**config.mk**
```make
export PLATFORM = sky130hd
export DESIGN_NAME = bsal_ctrl
export DESIGN_NICKNAME = d
export VERILOG_FILES = /design/src/rtl/bsal_pkg.sv /design/src/rtl/bsal_ctrl.sv
export SDC_FILE = /design/constraint.sdc
export NUM_CORES = 1
export LEC_CHECK = 0
export ABC_AREA = 1
export BUFFER_PORTS_ARGS = -buffer_cell sky130_fd_sc_hd__buf_2
export CAP_MARGIN = 10
export CORE_AREA = 2 2 39 41
export DETAILED_ROUTE_END_ITERATION = 6
export DIE_AREA = 0 0 41 43
export GPL_TIMING_DRIVEN = 0
export PLACE_DENSITY = 0.34
export SYNTH_ARGS = -nofsm -noshare
export SYNTH_HDL_FRONTEND = slang
export SYNTH_SLANG_ARGS = --single-unit
export TNS_END_PERCENT = 100
```
**constraint.sdc**
```tcl
create_clock -name clk -period 0.8 [get_ports clk]
set_input_delay 0.16 -clock clk [delete_from_list [all_inputs] [get_ports clk]]
set_output_delay 0.16 -clock clk [all_outputs]
set_load 0.05 [all_outputs]
```
**src/rtl/bsal_pkg.sv**
```systemverilog
package bsal_pkg;

  localparam int CAPACITY_DEF     = 128;
  localparam int PAYLOAD_BITS_DEF = 32;

  localparam int OP_W    = 3;
  localparam int KEY_W   = 31;
  localparam int PAY_W   = 32;
  localparam int POS_W   = 8;
  localparam int COUNT_W = 8;

  localparam logic [OP_W-1:0] OP_INS_TAIL   = 3'd0;
  localparam logic [OP_W-1:0] OP_INS_HEAD   = 3'd1;
  localparam logic [OP_W-1:0] OP_INS_SORTED = 3'd2;
  localparam logic [OP_W-1:0] OP_RM_TAIL    = 3'd3;
  localparam logic [OP_W-1:0] OP_RM_HEAD    = 3'd4;
  localparam logic [OP_W-1:0] OP_RM_KEY     = 3'd5;
  localparam logic [OP_W-1:0] OP_READ_POS   = 3'd6;
  localparam logic [OP_W-1:0] OP_FIND_KEY   = 3'd7;

  // controller -> datapath
  typedef struct packed {
    logic load;   // capture the incoming transaction
    logic exec;   // apply the update and load the result register
  } bsal_cmd_t;

endpackage

```
**src/rtl/bsal_ctrl.sv**
```systemverilog
module bsal_ctrl (
  input  logic              clk,
  input  logic              rst_n,
  input  logic              in_valid,
  output logic              in_ready,
  output logic              out_valid,
  input  logic              out_ready,
  output bsal_pkg::bsal_cmd_t cmd
);

  localparam logic [1:0] S_IDLE = 2'd0;
  localparam logic [1:0] S_EVAL = 2'd1;
  localparam logic [1:0] S_EXEC = 2'd2;

  logic [1:0] state_r, state_nxt;
  logic       out_valid_r, out_valid_nxt;
  logic       out_free;

  assign out_free  = !out_valid_r || out_ready;
  assign in_ready  = (state_r == S_IDLE) || ((state_r == S_EXEC) && out_free);
  assign cmd.load  = in_valid && in_ready;
  assign cmd.exec  = (state_r == S_EXEC) && out_free;
  assign out_valid = out_valid_r;

  always_comb begin
    state_nxt = state_r;
    case (state_r)
      S_IDLE: if (cmd.load) state_nxt = S_EVAL;
      S_EVAL: state_nxt = S_EXEC;
      S_EXEC: if (cmd.exec) state_nxt = cmd.load ? S_EVAL : S_IDLE;
      default: state_nxt = S_IDLE;
    endcase
  end

  always_comb begin
    if (cmd.exec) out_valid_nxt = 1'b1;
    else if (out_ready) out_valid_nxt = 1'b0;
    else out_valid_nxt = out_valid_r;
  end

  always_ff @(posedge clk) begin
    if (!rst_n) begin
      state_r     <= S_IDLE;
      out_valid_r <= 1'b0;
    end else begin
      state_r     <= state_nxt;
      out_valid_r <= out_valid_nxt;
    end
  end

endmodule

```
Word level (Yosys, flattened, before mapping)
Index checks and enable logic that the tools add are counted.
- equality and inequality tests: 4
- reductions and logical operators: 8
- muxes and demuxes: 6
- operators with widths (kind ; number):
    $pmux 2 s3 ; 1
    $mux 2 ; 2
    $ne 2x2->1 const B ; 2
    $mux 1 ; 3
    $eq 2x1->1 const B ; 1
    $eq 2x2->1 const B ; 1
    $logic_and 1x1->1 ; 2
    $logic_not 2->1 ; 1
    $logic_or 1x1->1 ; 2
    $reduce_and 2->1 ; 1
    $reduce_bool 2->1 ; 1
    $logic_not 1->1 ; 1
- bits of input ports: 4
- bits in registers: 3

Logic depth before layout (Yosys ltp)
- word-level depth: 8
- gate-level depth with buffers: 5
- depth with buffers taken out: 4

Worst setup path before layout
OpenSTA, ideal clock, no wires.
- path type: flip-flop to output port
- from: register out_valid_r (netlist: out_valid)
- to: output port in_ready
- arrival time: 1.459 ns
- setup slack: -0.819 ns
- required time: 0.640 ns
- path buffers: 0
- cell stages (with the launch flop): 4
- cell sequence: dfxtp_1 > nand2_2 > inv_1 > a21oi_1
- cells in the longest elaborated chain, start to end: 4
- ends and longest elaborated chain (item ; line ; text):
    start: declaration ; bsal_ctrl.sv:16 ; logic out_valid_r, out_valid_nxt;
    start signal: assignment ; bsal_ctrl.sv:47 ; out_valid_r <= out_valid_nxt;
    $logic_not 1->1 ; bsal_ctrl.sv:19 ; assign out_free = !out_valid_r || out_ready;
    $logic_or 1x1->1 ; bsal_ctrl.sv:19 ;
    $logic_and 1x1->1 ; bsal_ctrl.sv:20 ; assign in_ready = (state_r == S_IDLE) || ((state_r == S_EXEC) && out_free);
    $logic_or 1x1->1 ; bsal_ctrl.sv:20 ;
    end: declaration ; bsal_ctrl.sv:5 ; output logic in_ready,
Every way passes these cells.

Worst setup path in the final report
- from: register state_r[0]
- to: output port in_ready
- cells in the longest elaborated chain, start to end: 3
- ends and longest elaborated chain (item ; line ; text):
    start: declaration ; bsal_ctrl.sv:15 ; logic [1:0] state_r, state_nxt;
    start signal: assignment ; bsal_ctrl.sv:46 ; state_r <= state_nxt;
    $eq 2x2->1 ; bsal_ctrl.sv:20 ;
    $logic_and 1x1->1 ; bsal_ctrl.sv:20 ;
    $logic_or 1x1->1 * ; bsal_ctrl.sv:20 ;
Mark *: on every way between the ends. The rest lies on a longest branch, timed or not.

==> results.md <==
### Outcome
• **run status** finished, violations left
• **violated checks** negative setup slack

### Worst setup path
• **Arrival @ worst endpoint** 0.98 ns
• **critical-path maximum fanout** 3
• **kind of launch point of the worst setup path** register
• **count of cells along the worst register-to-register path** 4
• **type of element capturing the critical path** output port
• **Worst EP required** 0.64 ns
• **path type of the worst setup path** reg -> out

### Final layout
• **synth-to-layout area growth** 148%
• **number of fill cells in the layout** 153
• **sequential cell area in the final layout** 71.3 um^2
• **layout net count** 43
• **area of combinational cells with multiple inputs** 111 um^2
• **proportion of layout cells with a drive suffix above 1** 84.2%
• **post-layout utilization of the core** 27.8%
• **number of diodes added for antenna fixing** 0

### Drt
• **drt first pass iters** 4
• **Initial DRC Count** 5
• **remaining routing DRC violations** 0
• **Post-Route WL** 425 um
• **detailed-route wire length per cell** 7.87 um
• **routed vias/inst** 3.48
• **DR vias** 188
• **remaining number of nets flagged by the antenna check after routing** 0

### Global routing
• **sum of overflow across all layers after global routing** 0
• **maximum number of pins on one net before global-route repair** 5
• **total routing usage reported by global routing** 6.71%
• **vias in the first global route** 179
• **wire length of the first global-routing pass** 745 um
• **initial antenna violation count** 0

### Floorplanning
• **Die Area** 0.00176 mm^2
• **width of the die** 41 um
• **core area** 0.00138 mm^2
• **I/O pin cnt** 8
• **placement row count** 14
• **effective utilization at floorplan** 11.2%
• **height of the die** 43 um

### Logic synthesis
• **Seq/Total Area, Yosys** 38.7%
• **mapped cell area** 155 um^2
• **count of flip-flops with a built-in enable after synthesis** 0
• **most frequently used cell type in the post-synthesis netlist** sky130_fd_sc_hd__inv_1
• **ranking of synthesized cells by area** sky130_fd_sc_hd__dfxtp_1 (39%), sky130_fd_sc_hd__inv_1 (12%), sky130_fd_sc_hd__a21oi_2 (11%), sky130_fd_sc_hd__nand2_1 (9.7%), sky130_fd_sc_hd__nor2_1 (7.3%)
• **Post-synth ARST share** 0%
• **synthesized area per cell** 7.05 um^2
• **net count after synthesis** 26
• **synthesized netlist cell count** 22
• **ys flop type** sky130_fd_sc_hd__dfxtp_1
• **top cells by instance count after synthesis** sky130_fd_sc_hd__inv_1 (5), sky130_fd_sc_hd__nand2_1 (4), sky130_fd_sc_hd__dfxtp_1 (3), sky130_fd_sc_hd__nor2_1 (3), sky130_fd_sc_hd__a21oi_2 (2)
• **top cell type by total area after synthesis** sky130_fd_sc_hd__dfxtp_1
• **Yosys cell types** 10
• **register bit total from synthesis** 3
• **number of synthesis warnings** 0
• **portion of synthesized cell area occupied by the leading cell type** 38.7%

### Clock tree
• **clock slew at the register clock pins of the worst setup and hold paths** 0.04 ns
• **H-tree Lvls** 1
• **Clock Tree Buf Depth** 2
• **number of CTS-inserted buffers** 3
• **worst-skew pair later-pin latency** 0.23 ns
• **clk sink count** 3
• **clock tree from TritonCTS** built
• **cell at the root of the clock tree** sky130_fd_sc_hd__clkbuf_4

### Pwr
• **Worst VDD drop** 0.000764 V
• **power density normalized to cell area** 1490 mW/mm^2
• **static leakage power** 0.000179 uW

### Flow run
• **number of max-capacitance violations reported** 0

### Timing
• **unrepaired setup endpoints after global routing** true
• **post-route clock skew** 0.00145 ns
• **Max Fclk** 0.874 GHz
• **Period minus WS final** 1.14 ns
• **count of final setup violators** 5
• **Final Cycle Share** 143%
• **max-slew violation count** 0
• **endpoints failing hold** 0
• **slew at the pin closest to its max-slew limit** 0.172 ns
• **relative max-transition margin** 88.6%
• **post-route worst setup slack** -0.344 ns

### Worst hold path
• **Hold Path Cell Cnt** 3
• **class of the most critical hold timing path** in -> reg

### Placed design
• **port bufs** 7
• **GPL Wtd Cong** 0.582
• **minimum setup slack after placement** -0.341 ns
• **total half-perimeter wirelength after legalization and detailed placement** 263 um

[worst max-delay path, cell delays in order, from the launching register on]
cell and delay, ns:
sky130_fd_sc_hd__dfxtp_4 0.36, sky130_fd_sc_hd__buf_12 0.13, sky130_fd_sc_hd__a21oi_4 0.10, sky130_fd_sc_hd__buf_6 0.17
[cell type report]
| type | count | area share [%] |
|---|---|---|
| Clock buffer | 4 | 6.82 |
| Inverter | 6 | 7.14 |
| Timing Repair Buffer | 13 | 33.4 |
| Sequential cell | 3 | 18.5 |
| Multi-Input combinational cell | 12 | 28.9 |
| Tap cell | 16 | 5.19 |
[where the power goes]
| group | internal, uW | switching [uW] |
|---|---|---|
| clock network | 187 | 78.6 |
| logic | 65.0 | 75.5 |
| registers | 152 | 14.5 |
| total | 404 | 169 |
[metal layers]
layer	track usage, %	routed length, um	vias up	share of wire (%)
li1	-	-	96	-
met1	8.60	186	82	44
met2	7.81	185	10	44
met3	6.28	54	0	13
met4	2.00	0	0	0
met5	0	0	-	0
[through the flow]
stage / total power (uW) / hold slack [ns] / cells / setup TNS, ns / area [um^2]
floorplan: 237 / 0.289 / 22 / -0.559 / 185
global placement: 257 / 0.407 / 45 / -0.713 / 240
detailed placement: 258 / 0.414 / 45 / -0.739 / 240
CTS: 575 / 0.163 / 51 / -1.18 / 353
global route: 617 / 0.181 / 54 / -1.42 / 385
finish: 573 / 0.170 / 54 / -1.20 / 385
[logic make-up after synthesis]
| kind of cell | after synthesis | share of synthesized area (%) |
|---|---|---|
| AOI/OAI and AO/OA | 3 | 14.5 |
| buffers and inverters | 7 | 19.4 |
| and+or+nand+nor | 9 | 27.4 |
| DFF | 3 | 38.7 |
[repair_timing]
item | 4_1_cts | 5_1_grt
buffers inserted | 3 | 3
setup endpoints to repair | 4 | 4
pin swaps | 2 | 2
resized for setup | 19 | 4
hold buffers | 0 | 0
[flip-flops by register name, summed over array words and instances, names as in the netlist]
register,cells
out_valid,1
state_r,2
[layout by cell type, fill, tap and decap left out]
master and instances:
sky130_fd_sc_hd__nand2_1 2, sky130_fd_sc_hd__inv_4 2, sky130_fd_sc_hd__a21oi_2 2, sky130_fd_sc_hd__buf_6 3
sky130_fd_sc_hd__nand2_4 2, sky130_fd_sc_hd__buf_4 4, sky130_fd_sc_hd__inv_2 1, sky130_fd_sc_hd__nor2_2 2
sky130_fd_sc_hd__clkbuf_4 3, sky130_fd_sc_hd__buf_12 1, sky130_fd_sc_hd__nand2_2 1, sky130_fd_sc_hd__inv_1 3
sky130_fd_sc_hd__dfxtp_4 3, sky130_fd_sc_hd__buf_8 2, sky130_fd_sc_hd__buf_2 3, sky130_fd_sc_hd__nor2_4 1
sky130_fd_sc_hd__clkbuf_1 1, sky130_fd_sc_hd__nand3_4 1, sky130_fd_sc_hd__a21oi_4 1
[path summary, 6_finish.rpt]
check	slack, ns	end	from
max	-0.34	in_ready	state_r[0]
min reg2reg	0.54	out_valid	state_r[1]
max reg2reg	-0.01	state_r[0]	state_r[1]
min	0.17	state_r[1]	rst_n
Power figures use the tool's default switching activity.
